[src/hdl/adcst_pkg.sv]
// Shared constants, request codes and controller/datapath interface types for the ADC statistics block.
package adcst_pkg;

    localparam int NUM_CHANNELS = 16;
    localparam int COUNT_BITS   = 16;
    localparam int CHANNEL_BASE = 8;

    localparam int VAL_W    = 24;
    localparam int CODE_W   = 8;
    localparam int IDX_W    = 4;
    localparam int SUM_W    = VAL_W + COUNT_BITS;
    localparam int CH_W     = (NUM_CHANNELS > 1) ? $clog2(NUM_CHANNELS) : 1;
    localparam int DIVCNT_W = $clog2(VAL_W + 1);

    localparam int S_TDATA_W = ((CODE_W + VAL_W + 7) / 8) * 8;
    localparam int M_FIELD_W = IDX_W + 3 * VAL_W;
    localparam int M_TDATA_W = ((M_FIELD_W + 7) / 8) * 8;
    localparam int M_TUSER_W = 2;

    localparam logic REQ_SAMPLE = 1'b0;
    localparam logic REQ_REPORT = 1'b1;

    typedef struct packed {
        logic take_req;    // capture the incoming request
        logic smp_update;  // read-modify-write of one channel entry
        logic rep_start;   // rewind the report channel counter
        logic rep_load;    // fetch and clear one channel, prime the divider
        logic div_step;    // one quotient bit
        logic out_load;    // move the finished result to the output register
        logic next_ch;     // advance to the next report channel
    } cmd_t;

    typedef struct packed {
        logic req_report;  // captured request is a report
        logic div_last;    // the current division step is the final one
        logic last_ch;     // the report channel is the highest one
        logic out_free;    // the output register can take a result this cycle
    } stat_t;

endpackage

[src/hdl/adcst_ctrl.sv]
// Controller state machine sequencing sample updates and channel reports.
module adcst_ctrl (
    input  logic            aclk,
    input  logic            aresetn,
    input  logic            s_tvalid,
    output logic            in_ready,
    input  adcst_pkg::stat_t stat,
    output adcst_pkg::cmd_t  cmd
);
    import adcst_pkg::*;

    localparam logic [2:0] ST_IDLE = 3'd0;
    localparam logic [2:0] ST_CAPT = 3'd1;
    localparam logic [2:0] ST_LOAD = 3'd2;
    localparam logic [2:0] ST_DIV  = 3'd3;
    localparam logic [2:0] ST_OUT  = 3'd4;

    logic [2:0] state_reg;
    logic [2:0] state_next;

    assign in_ready = (state_reg == ST_IDLE);

    always_comb begin
        state_next = state_reg;
        cmd        = '0;
        case (state_reg)
            ST_IDLE: begin
                if (s_tvalid) begin
                    cmd.take_req = 1'b1;
                    state_next   = ST_CAPT;
                end
            end
            ST_CAPT: begin
                if (stat.req_report) begin
                    cmd.rep_start = 1'b1;
                    state_next    = ST_LOAD;
                end else begin
                    cmd.smp_update = 1'b1;
                    state_next     = ST_IDLE;
                end
            end
            ST_LOAD: begin
                cmd.rep_load = 1'b1;
                state_next   = ST_DIV;
            end
            ST_DIV: begin
                cmd.div_step = 1'b1;
                if (stat.div_last) begin
                    state_next = ST_OUT;
                end
            end
            ST_OUT: begin
                if (stat.out_free) begin
                    cmd.out_load = 1'b1;
                    if (stat.last_ch) begin
                        state_next = ST_IDLE;
                    end else begin
                        cmd.next_ch = 1'b1;
                        state_next  = ST_LOAD;
                    end
                end
            end
            default: begin
                state_next = ST_IDLE;
            end
        endcase
    end

    always_ff @(posedge aclk) begin
        if (!aresetn) begin
            state_reg <= ST_IDLE;
        end else begin
            state_reg <= state_next;
        end
    end

endmodule

[src/hdl/adcst_dp.sv]
// Datapath: per-channel accumulators, serial divider for the mean and the result register.
module adcst_dp (
    input  logic                              aclk,
    input  logic                              aresetn,
    input  logic                              in_req,
    input  logic [adcst_pkg::CODE_W-1:0]      in_code,
    input  logic [adcst_pkg::VAL_W-1:0]       in_value,
    input  adcst_pkg::cmd_t                   cmd,
    output adcst_pkg::stat_t                  stat,
    input  logic                              out_ready,
    output logic                              out_valid,
    output logic [adcst_pkg::IDX_W-1:0]       out_idx,
    output logic [adcst_pkg::VAL_W-1:0]       out_max,
    output logic [adcst_pkg::VAL_W-1:0]       out_min,
    output logic [adcst_pkg::VAL_W-1:0]       out_mean,
    output logic                              out_empty,
    output logic                              out_ovf,
    output logic                              out_last
);
    import adcst_pkg::*;

    // Captured request
    logic              req_reg;
    logic [CODE_W-1:0] code_reg;
    logic [VAL_W-1:0]  value_reg;

    // Channel accumulators
    logic [VAL_W-1:0]      max_reg [NUM_CHANNELS];
    logic [VAL_W-1:0]      min_reg [NUM_CHANNELS];
    logic [SUM_W-1:0]      sum_reg [NUM_CHANNELS];
    logic [COUNT_BITS-1:0] cnt_reg [NUM_CHANNELS];
    logic                  ovf_reg [NUM_CHANNELS];

    // Report and divider state
    logic [CH_W-1:0]       rep_ch_reg;
    logic [COUNT_BITS-1:0] rem_reg;
    logic [COUNT_BITS-1:0] dvs_reg;
    logic [VAL_W-1:0]      quo_reg;
    logic [DIVCNT_W-1:0]   div_cnt_reg;
    logic [VAL_W-1:0]      rmax_reg;
    logic [VAL_W-1:0]      rmin_reg;
    logic                  rempty_reg;
    logic                  rovf_reg;
    logic                  out_valid_reg;

    logic [CODE_W-1:0]     code_off;
    logic                  in_range;
    logic [CH_W-1:0]       rd_idx;
    logic [VAL_W-1:0]      rd_max;
    logic [VAL_W-1:0]      rd_min;
    logic [SUM_W-1:0]      rd_sum;
    logic [COUNT_BITS-1:0] rd_cnt;
    logic                  cnt_full;
    logic [COUNT_BITS:0]   partial;
    logic                  quo_bit;
    logic [COUNT_BITS-1:0] rem_next;
    logic [VAL_W-1:0]      quo_next;

    assign code_off = code_reg - CODE_W'(CHANNEL_BASE);
    assign in_range = (code_reg >= CODE_W'(CHANNEL_BASE)) &&
                      ({1'b0, code_off} < (CODE_W + 1)'(NUM_CHANNELS));

    // One read port shared by sample updates and report fetches
    assign rd_idx   = cmd.smp_update ? CH_W'(code_off) : rep_ch_reg;
    assign rd_max   = max_reg[rd_idx];
    assign rd_min   = min_reg[rd_idx];
    assign rd_sum   = sum_reg[rd_idx];
    assign rd_cnt   = cnt_reg[rd_idx];
    assign cnt_full = (rd_cnt == '1);

    // Restoring division: the quotient fits VAL_W bits because sum <= count * max
    assign partial  = {rem_reg, quo_reg[VAL_W-1]};
    assign quo_bit  = (partial >= {1'b0, dvs_reg});
    assign rem_next = quo_bit ? COUNT_BITS'(partial - {1'b0, dvs_reg})
                              : partial[COUNT_BITS-1:0];
    assign quo_next = {quo_reg[VAL_W-2:0], quo_bit};

    assign stat.req_report = (req_reg == REQ_REPORT);
    assign stat.div_last   = (div_cnt_reg == DIVCNT_W'(1));
    assign stat.last_ch    = (rep_ch_reg == CH_W'(NUM_CHANNELS - 1));
    assign stat.out_free   = !out_valid_reg || out_ready;

    assign out_valid = out_valid_reg;

    always_ff @(posedge aclk) begin
        if (cmd.take_req) begin
            req_reg   <= in_req;
            code_reg  <= in_code;
            value_reg <= in_value;
        end
    end

    always_ff @(posedge aclk) begin
        if (!aresetn) begin
            for (int i = 0; i < NUM_CHANNELS; i++) begin
                max_reg[i] <= '0;
                min_reg[i] <= '0;
                sum_reg[i] <= '0;
                cnt_reg[i] <= '0;
                ovf_reg[i] <= 1'b0;
            end
        end else if (cmd.smp_update && in_range) begin
            if (cnt_full) begin
                ovf_reg[rd_idx] <= 1'b1;
            end else begin
                if (value_reg > rd_max) begin
                    max_reg[rd_idx] <= value_reg;
                end
                if ((value_reg < rd_min) || (rd_min == '0)) begin
                    min_reg[rd_idx] <= value_reg;
                end
                sum_reg[rd_idx] <= rd_sum + SUM_W'(value_reg);
                cnt_reg[rd_idx] <= rd_cnt + COUNT_BITS'(1);
            end
        end else if (cmd.rep_load) begin
            max_reg[rd_idx] <= '0;
            min_reg[rd_idx] <= '0;
            sum_reg[rd_idx] <= '0;
            cnt_reg[rd_idx] <= '0;
            ovf_reg[rd_idx] <= 1'b0;
        end
    end

    always_ff @(posedge aclk) begin
        if (!aresetn) begin
            rep_ch_reg  <= '0;
            div_cnt_reg <= '0;
        end else begin
            if (cmd.rep_start) begin
                rep_ch_reg <= '0;
            end else if (cmd.next_ch) begin
                rep_ch_reg <= rep_ch_reg + CH_W'(1);
            end
            if (cmd.rep_load) begin
                div_cnt_reg <= DIVCNT_W'(VAL_W);
            end else if (cmd.div_step) begin
                div_cnt_reg <= div_cnt_reg - DIVCNT_W'(1);
            end
        end
    end

    always_ff @(posedge aclk) begin
        if (cmd.rep_load) begin
            rem_reg    <= rd_sum[SUM_W-1:VAL_W];
            quo_reg    <= rd_sum[VAL_W-1:0];
            dvs_reg    <= rd_cnt;
            rmax_reg   <= rd_max;
            rmin_reg   <= rd_min;
            rempty_reg <= (rd_cnt == '0);
            rovf_reg   <= ovf_reg[rd_idx];
        end else if (cmd.div_step) begin
            rem_reg <= rem_next;
            quo_reg <= quo_next;
        end
    end

    always_ff @(posedge aclk) begin
        if (!aresetn) begin
            out_valid_reg <= 1'b0;
        end else if (cmd.out_load) begin
            out_valid_reg <= 1'b1;
        end else if (out_ready) begin
            out_valid_reg <= 1'b0;
        end
    end

    always_ff @(posedge aclk) begin
        if (cmd.out_load) begin
            out_idx   <= IDX_W'(rep_ch_reg);
            out_max   <= rmax_reg;
            out_min   <= rmin_reg;
            out_mean  <= rempty_reg ? '0 : quo_reg;
            out_empty <= rempty_reg;
            out_ovf   <= rovf_reg;
            out_last  <= stat.last_ch;
        end
    end

endmodule

[src/hdl/adc_channel_min_max_mean_stats.sv]
// Top level of the per-channel ADC min / max / mean statistics block.
// A sample request is accepted, then one read-modify-write updates its channel entry; s_tready
//   returns high in the cycle after the update, so a new sample is taken only once the last is stored.
// A report request runs through acceptance, a decode state, then per channel one fetch, one divider
//   step per mean bit and one result load, which waits while the output register is still full.
// Reset (aresetn low, synchronous) clears every accumulator, the controller and m_tvalid.
module adc_channel_min_max_mean_stats (
    input  logic                            aclk,
    input  logic                            aresetn,
    // Request channel
    input  logic                            s_tvalid,
    output logic                            s_tready,
    input  logic [adcst_pkg::S_TDATA_W-1:0] s_tdata,   // [7:0] channel_code,
                                                       // [31:8] sample_value
    input  logic                            s_tuser,   // [0] req_type
    // Result channel
    output logic                            m_tvalid,
    input  logic                            m_tready,
    output logic [adcst_pkg::M_TDATA_W-1:0] m_tdata,   // [3:0] channel_index, [27:4] max_value,
                                                       // [51:28] min_value, [75:52] mean_value,
                                                       // rest 0
    output logic [adcst_pkg::M_TUSER_W-1:0] m_tuser,   // [0] empty_flag, [1] overflow_flag
    output logic                            m_tlast    // last_flag
);
    import adcst_pkg::*;

    cmd_t             cmd;
    stat_t            stat;
    logic [IDX_W-1:0] out_idx;
    logic [VAL_W-1:0] out_max;
    logic [VAL_W-1:0] out_min;
    logic [VAL_W-1:0] out_mean;
    logic             out_empty;
    logic             out_ovf;

    // The controller decides what happens each cycle; it sees the datapath only through
    // the status bundle and drives it only through the command bundle.
    adcst_ctrl u_ctrl (
        .aclk     (aclk),
        .aresetn  (aresetn),
        .s_tvalid (s_tvalid),
        .in_ready (s_tready),
        .stat     (stat),
        .cmd      (cmd)
    );

    // The datapath holds the accumulators for every channel, the divider and the
    // output register. The output register lets the block return to idle and take a
    // new sample while the final result of a report still waits downstream.
    adcst_dp u_dp (
        .aclk      (aclk),
        .aresetn   (aresetn),
        .in_req    (s_tuser),
        .in_code   (s_tdata[CODE_W-1:0]),
        .in_value  (s_tdata[CODE_W+VAL_W-1:CODE_W]),
        .cmd       (cmd),
        .stat      (stat),
        .out_ready (m_tready),
        .out_valid (m_tvalid),
        .out_idx   (out_idx),
        .out_max   (out_max),
        .out_min   (out_min),
        .out_mean  (out_mean),
        .out_empty (out_empty),
        .out_ovf   (out_ovf),
        .out_last  (m_tlast)
    );

    // Pack the result fields, lowest field first, padded with zeros to whole bytes.
    assign m_tdata = M_TDATA_W'({out_mean, out_min, out_max, out_idx});
    assign m_tuser = {out_ovf, out_empty};

    // A result waiting downstream must never be overwritten by the next one.
    assert property (@(posedge aclk) disable iff (!aresetn)
        cmd.out_load |-> (!m_tvalid || m_tready))
        else $error("result register overwritten while its request was pending");

    // The block takes one request at a time: in the cycle after an acceptance it is busy.
    assert property (@(posedge aclk) disable iff (!aresetn)
        (s_tvalid && s_tready) |=> !s_tready)
        else $error("request accepted while the previous one was still being processed");

    // No new request is taken while the divider is working on a report.
    assert property (@(posedge aclk) disable iff (!aresetn)
        cmd.div_step |-> !s_tready)
        else $error("request channel ready during a report");

    // A result only appears after the controller loaded one.
    assert property (@(posedge aclk) disable iff (!aresetn)
        $rose(m_tvalid) |-> $past(cmd.out_load))
        else $error("result valid without a load");

endmodule

[config.mk]
export PLATFORM = sky130hd
export DESIGN_NAME = adc_channel_min_max_mean_stats
export DESIGN_NICKNAME = d
export VERILOG_FILES = /design/src/hdl/adcst_pkg.sv /design/src/hdl/adcst_ctrl.sv /design/src/hdl/adcst_dp.sv /design/src/hdl/adc_channel_min_max_mean_stats.sv
export SDC_FILE = /design/constraint.sdc
export NUM_CORES = 2
export LEC_CHECK = 0
export ABC_AREA = 1
export ABC_CLOCK_PERIOD_IN_PS = 12800
export BUFFER_PORTS_ARGS = -buffer_cell sky130_fd_sc_hd__buf_2
export CORE_UTILIZATION = 40
export DETAILED_ROUTE_END_ITERATION = 10
export MAX_ROUTING_LAYER = met4
export PLACE_DENSITY_LB_ADDON = 0.2
export SLEW_MARGIN = 20
export SYNTH_ARGS = -nofsm -noshare
export SYNTH_HDL_FRONTEND = slang
export SYNTH_SLANG_ARGS = --single-unit
[constraint.sdc]
create_clock -name aclk -period 12.8 [get_ports aclk]
set_clock_uncertainty 0.15 [all_clocks]
set_input_delay 2.56 -clock aclk [delete_from_list [all_inputs] [get_ports aclk]]
set_output_delay 2.56 -clock aclk [all_outputs]
set_load 0.02 [all_outputs]
Word-level counts from Yosys, hierarchy flattened. Memories as Yosys holds them, arrays and structs flattened. A register that Yosys moved wholly into a read port is not among the register bits. Cells that the tools add are included.

Register bits: 230. RAM bits: 1680. Output and inout port bits: 85. Logic and storage cells: 140. Memories: 5.

Memories: u_dp.sum_reg (depth 16, width 40, rd ports 1, clocked after memory_dff 0, wr ports 16, line adcst_dp.sv:30) `logic [SUM_W-1:0] sum_reg [NUM_CHANNELS];`; u_dp.max_reg (depth 16, width 24, rd ports 1, clocked after memory_dff 0, wr ports 16, line adcst_dp.sv:28) `logic [VAL_W-1:0] max_reg [NUM_CHANNELS];`; u_dp.min_reg (depth 16, width 24, rd ports 1, clocked after memory_dff 0, wr ports 16, line adcst_dp.sv:29) `logic [VAL_W-1:0] min_reg [NUM_CHANNELS];`; u_dp.cnt_reg (depth 16, width 16, rd ports 1, clocked after memory_dff 0, wr ports 16, line adcst_dp.sv:31) `logic [COUNT_BITS-1:0] cnt_reg [NUM_CHANNELS];`; u_dp.ovf_reg (depth 16, width 1, rd ports 1, clocked after memory_dff 1, wr ports 16, line adcst_dp.sv:32) `logic ovf_reg [NUM_CHANNELS];`.

Add/subtract/negate cells: 6. Order comparisons: 5. Equal/unequal tests: 10. Mux-type cells: 69. Bitwise logic cells: 6. Reductions and logical operators: 18.

Operators by type and width (count): 2-to-1 mux 24 bit (6); 2-to-1 mux 16 bit (5); 2-to-1 mux 40 bit (2); OR reduction 24 bit (2); adder 40 x 24 -> 40 bit (1); OR reduction 40 bit (1); 2-to-1 mux 1 bit (39); greater-than comparator 24 bit (1); logical NOT 24 bit (1); < comparator 24 bit (1); 2-to-1 mux 4 bit (6); greater-or-equal comparator 17 x 16 -> 1 bit (1); adder 16 x 1 -> 16 bit (second input constant) (1); equality test 16 bit (second input constant) (1); logical NOT 16 bit (1); OR reduction 16 bit (1); subtractor 16 bit (1); one-hot mux 3 bit (5 select lines) (1); 2-to-1 mux 2 bit (5); 2-to-1 mux 5 bit (2); 2-to-1 mux 3 bit (3); greater-or-equal comparator 8 x 4 -> 1 bit (second input constant) (1); < comparator 8 x 5 -> 1 bit (second input constant) (1); subtractor 8 x 4 -> 8 bit (second input constant) (1); other kinds (18) (29).

Logic depth before layout (Yosys ltp). An unclocked memory read counts as a cell.

Depth after elaboration: 14. Gate-level depth with buffers: 35. Mapped depth without buffers: 29.

By module. Synthesis repeated with hierarchy kept, for this count alone.

Cell total of the unflattened synthesis: 7844. Area total of the unflattened synthesis: 84004.3 µm².

By module, submodules not included: adcst_dp (instances 1, cells each 7799, area each 83710.3 µm²); adcst_ctrl (instances 1, cells each 38, area each 245.2 µm²); adc_channel_min_max_mean_stats (instances 1, cells each 7, area each 48.8 µm²).

Worst setup path before layout. OpenSTA, ideal clock, no wires.

Kind: input to register. From: input m_tready. To: register u_dp.rep_ch_reg[3]. Setup time: 119 ps. Arrival time: 6993 ps. Required time: 12531 ps. Path slack: 5538 ps. Stages: 7. Path buffers: 0. Cell sequence: nor2_1 nor2_1 nand2_1 inv_1 nand4_1 o21ai_0 a21oi_1.

Cells in the longest elaborated chain, start to end: 3.

Ends and longest elaborated chain: start, declared (line adc_channel_min_max_mean_stats.sv:18) `input logic m_tready,`; logical OR 1 bit (line adcst_dp.sv:81) `assign stat.out_free = !out_valid_reg || out_ready;`; 2-to-1 mux 2 bit (line adcst_ctrl.sv:53) `if (stat.out_free) begin`; 2-to-1 mux 2 bit (line adcst_ctrl.sv:26) `case (state_reg)`; end signal, assigned (line adcst_dp.sv:132) `rep_ch_reg <= rep_ch_reg + CH_W'(1);`; end, declared (line adcst_dp.sv:35) `logic [CH_W-1:0] rep_ch_reg;`.

No other way between the ends. A chain may end at the register's enable or synchronous reset.

==> reports/results.ini <==
[run_status]
run_status=completed

[global_route]
grt_use_met3=0.0453
grt_usage=0.274
grt.busiest_layer=met2
pin_count_of_the_biggest_net_entering_global_routing=147
grt_first_pass_wirelength_um=410000
remaining_global_route_overflow=0
grt_pass1_vias=57500
grt.met2_usage=0.409
grt_antenna_before_repair=13
use_met1=0.375

[worst_setup_path]
cp_data_required_time_ps=13130
critical_path.cell_chain=inv_2 -> nand3_1 -> nand2_1 -> o21ai_4 -> buf_4 -> nor2_4 -> inv_6 -> buf_4 -> o22ai_1 -> o21ai_0 -> nand4_1 -> ha_1 -> nand4_1 -> nor4_1 -> a21oi_1 -> a32o_1 -> nand2_1 -> nand2_1 -> nand2_1
crit_path_max_fanout=78
worst_setup_path_start_kind=flip-flop
critical_path_class=reg -> reg
crit_arrival_ps=9570
r2r_start=u_ctrl.state_reg[1]
critical_path.slowest_cell=sky130_fd_sc_hd__nand2_1
timing.critical_path.from=u_ctrl.state_reg[1]
critical-path-max-stage-delay_ps=1090
cp.buffers_inverters=4
cp_common_cell=sky130_fd_sc_hd__nand2_1
type_of_element_capturing_the_critical_path=flip-flop
worst_path_dominant_cell_family=simple AND/OR/NAND/NOR gates

[worst_hold_path]
min-delay-start=u_dp.rmax_reg[17]
hold_class=reg -> reg

[logic_synthesis]
ys_ff_latch=1911
synth.yosys.warnings=0
synth-edff-count=1882
seq_area_frac_synth=0.676
async_reset_ff_frac=0
syn_area_um2=84500
ys_types=53
number_of_instances_in_the_synthesized_netlist=7928
synth_ff_type=sky130_fd_sc_hd__edfxtp_1
avgSynthCellArea_um2=10.7

[routing]
routed_wl_um=289000
vias_per_cell=5.66
detail_route.drc_violations=0
detail_route.wl_per_cell_um=26.7
num_vias=61200
route.antenna.remaining_nets=0
drt_pre_antenna_iters=6
drt_iter0_drcs=7943

[final_layout]
largest_register_ff_count=640
multiInputGateArea_um2=23300
final_nets=7958
flow.area_growth_from_synthesis_pct=10.8
drive_above_1_share=0.0890
final_layout_fill_cell_count=19600
final_design_area_no_fill_um2=93600
sequential_cell_area_um2=57100
post_layout_nonfiller_instances=10800

[power_and_ir_drop]
p_leak_nw=35.7
combPwrFrac=0.185
power-per-cell-area_nw_per_um2=171
pwr-share-clk=0.360
power.switching_fraction=0.310
post-layout-total-power_mw=16.0
internal_power_mw=11.1
power_switching_mw=4.97
power.share.sequential=0.455
worst_ir_drop_vdd_uv=168

[clock_network]
post_cts_resize_count=0
post_cts_hold_buffer_count=0
tritoncts.num_buffers=202
cts.sinks=1911
clk_pin_slew_ps=60
cts-htree-levels=4
root_buf_cell=sky130_fd_sc_hd__clkbuf_16
clock_tree.buffer_depth=3
insertion_delay_ps=880
tritoncts_clock_tree=built
cts_setup_buffers=0

[timing]
timing.final.crit_period_ps=9240
period_share=0.722
worst_pin_slew_ps=1180
max_slew_margin=0.203
setup-tns-final_ps=0
finalMaxSlewViolations=0
rsz0062_at_grt=no
final-hold-violation-count=0
timing.final.setup_violations=0
max_clock_freq_mhz=108

[place]
dpl.hpwl_um=170000
gp_congestion=0.931
placed_cells=10400
portBuffers=117
place_area_um2=87200

[die]
core_rows=168
initial_utilization=0.403
die_y_um=462
die-area_um2=213000
num_io_pins=122
dieWidth_um=462
fp.coreArea_um2=210000

[flow_run]
maxCapViolations=0

layer usage:
metal	wire [um]	vias up
li1	-	26900
met1	120000	30700
met2	130000	3123
met3	27900	466
met4	11600	0
met5	0	-
path summary, 6_finish.rpt:
check	end	slack [ps]	depth (start not counted)
setup / recovery	u_dp.max_reg[1][13]	3560	19
hold / removal	u_dp.out_max[17]	270	0
setup reg to reg	u_dp.max_reg[1][13]	3560	19
hold reg to reg	u_dp.out_max[17]	270	0
final cells by class:
cell class                      instances  share of cell area
Antenna cell                            7            0.000187
Multi-Input combinational cell       5055               0.249
Sequential cell                      1911               0.610
Timing Repair Buffer                  271              0.0195
Inverter                              385              0.0158
Tap cell                             2805              0.0375
Clock buffer                          246              0.0567
Clock inverter                        130              0.0116
power by group through the flow:
stage                     logic (mW)  clock network [mW]  registers [mW]
final                           2.96                5.77            7.30
after global routing            3.16                6.05            7.32
after CTS                       2.91                5.82            7.30
after detailed placement        2.90                   0            7.43
after global placement          2.87                   0            7.43
after floorplan                 1.73                   0            7.39
cell families after synthesis:
family,count (synthesis),share of synthesized area
compound gates,1010,0.0722
xor+xnor,12,0.00124
fa+ha+maj,95,0.0142
buf+inv,965,0.0520
flops,1911,0.676
other cells,1,0.0000444
simple gates,3934,0.184
cell usage after synthesis, types with 49 or more instances:
master,instances,area share
sky130_fd_sc_hd__nor2_1,2040,0.091
sky130_fd_sc_hd__edfxtp_1,1882,0.67
sky130_fd_sc_hd__nand2_1,1485,0.066
sky130_fd_sc_hd__inv_1,360,0.016
sky130_fd_sc_hd__o21ai_0,328,0.019
sky130_fd_sc_hd__o22ai_1,321,0.024
sky130_fd_sc_hd__clkbuf_1,252,0.011
sky130_fd_sc_hd__nand3_1,207,0.012
sky130_fd_sc_hd__buf_2,180,0.011
sky130_fd_sc_hd__a21oi_1,142,0.0084
sky130_fd_sc_hd__a22oi_1,123,0.011
sky130_fd_sc_hd__ha_1,93,0.014
sky130_fd_sc_hd__nand4_1,93,0.0069
sky130_fd_sc_hd__buf_4,82,0.0073
sky130_fd_sc_hd__or2_2,49,0.0036
cell usage in the layout (no fill, tap or decap), types with 14 or more instances in the layout:
master	netlist	routed
sky130_fd_sc_hd__inv_1	360	359
sky130_fd_sc_hd__o21ai_0	328	328
sky130_fd_sc_hd__bufinv_16	0	14
sky130_fd_sc_hd__dfxtp_1	29	29
sky130_fd_sc_hd__nand3_1	207	207
sky130_fd_sc_hd__buf_4	82	148
sky130_fd_sc_hd__a22oi_1	123	123
sky130_fd_sc_hd__a21oi_1	142	142
sky130_fd_sc_hd__buf_2	180	116
sky130_fd_sc_hd__nand2_2	13	23
sky130_fd_sc_hd__nand4_1	93	93
sky130_fd_sc_hd__o22ai_1	321	321
sky130_fd_sc_hd__clkbuf_1	252	40
sky130_fd_sc_hd__clkinv_1	0	60
sky130_fd_sc_hd__nand2_1	1485	1456
sky130_fd_sc_hd__nand2_4	1	17
sky130_fd_sc_hd__or2_2	49	49
sky130_fd_sc_hd__nor2_1	2040	2033
sky130_fd_sc_hd__o21ai_1	31	24
sky130_fd_sc_hd__clkinv_2	0	49
sky130_fd_sc_hd__edfxtp_1	1882	1882
sky130_fd_sc_hd__o2111a_1	18	18
sky130_fd_sc_hd__clkbuf_16	0	206
sky130_fd_sc_hd__ha_1	93	93
metrics by stage:
stage	utilization	hold WS, ps	setup WS [ps]
floorplan	-	250	5540
global placement	0.415	256	3870
detailed placement	0.416	255	3890
CTS	0.446	269	3860
global route	0.446	274	3150
finish	0.446	269	3560
(Power assumes the default switching activity.)
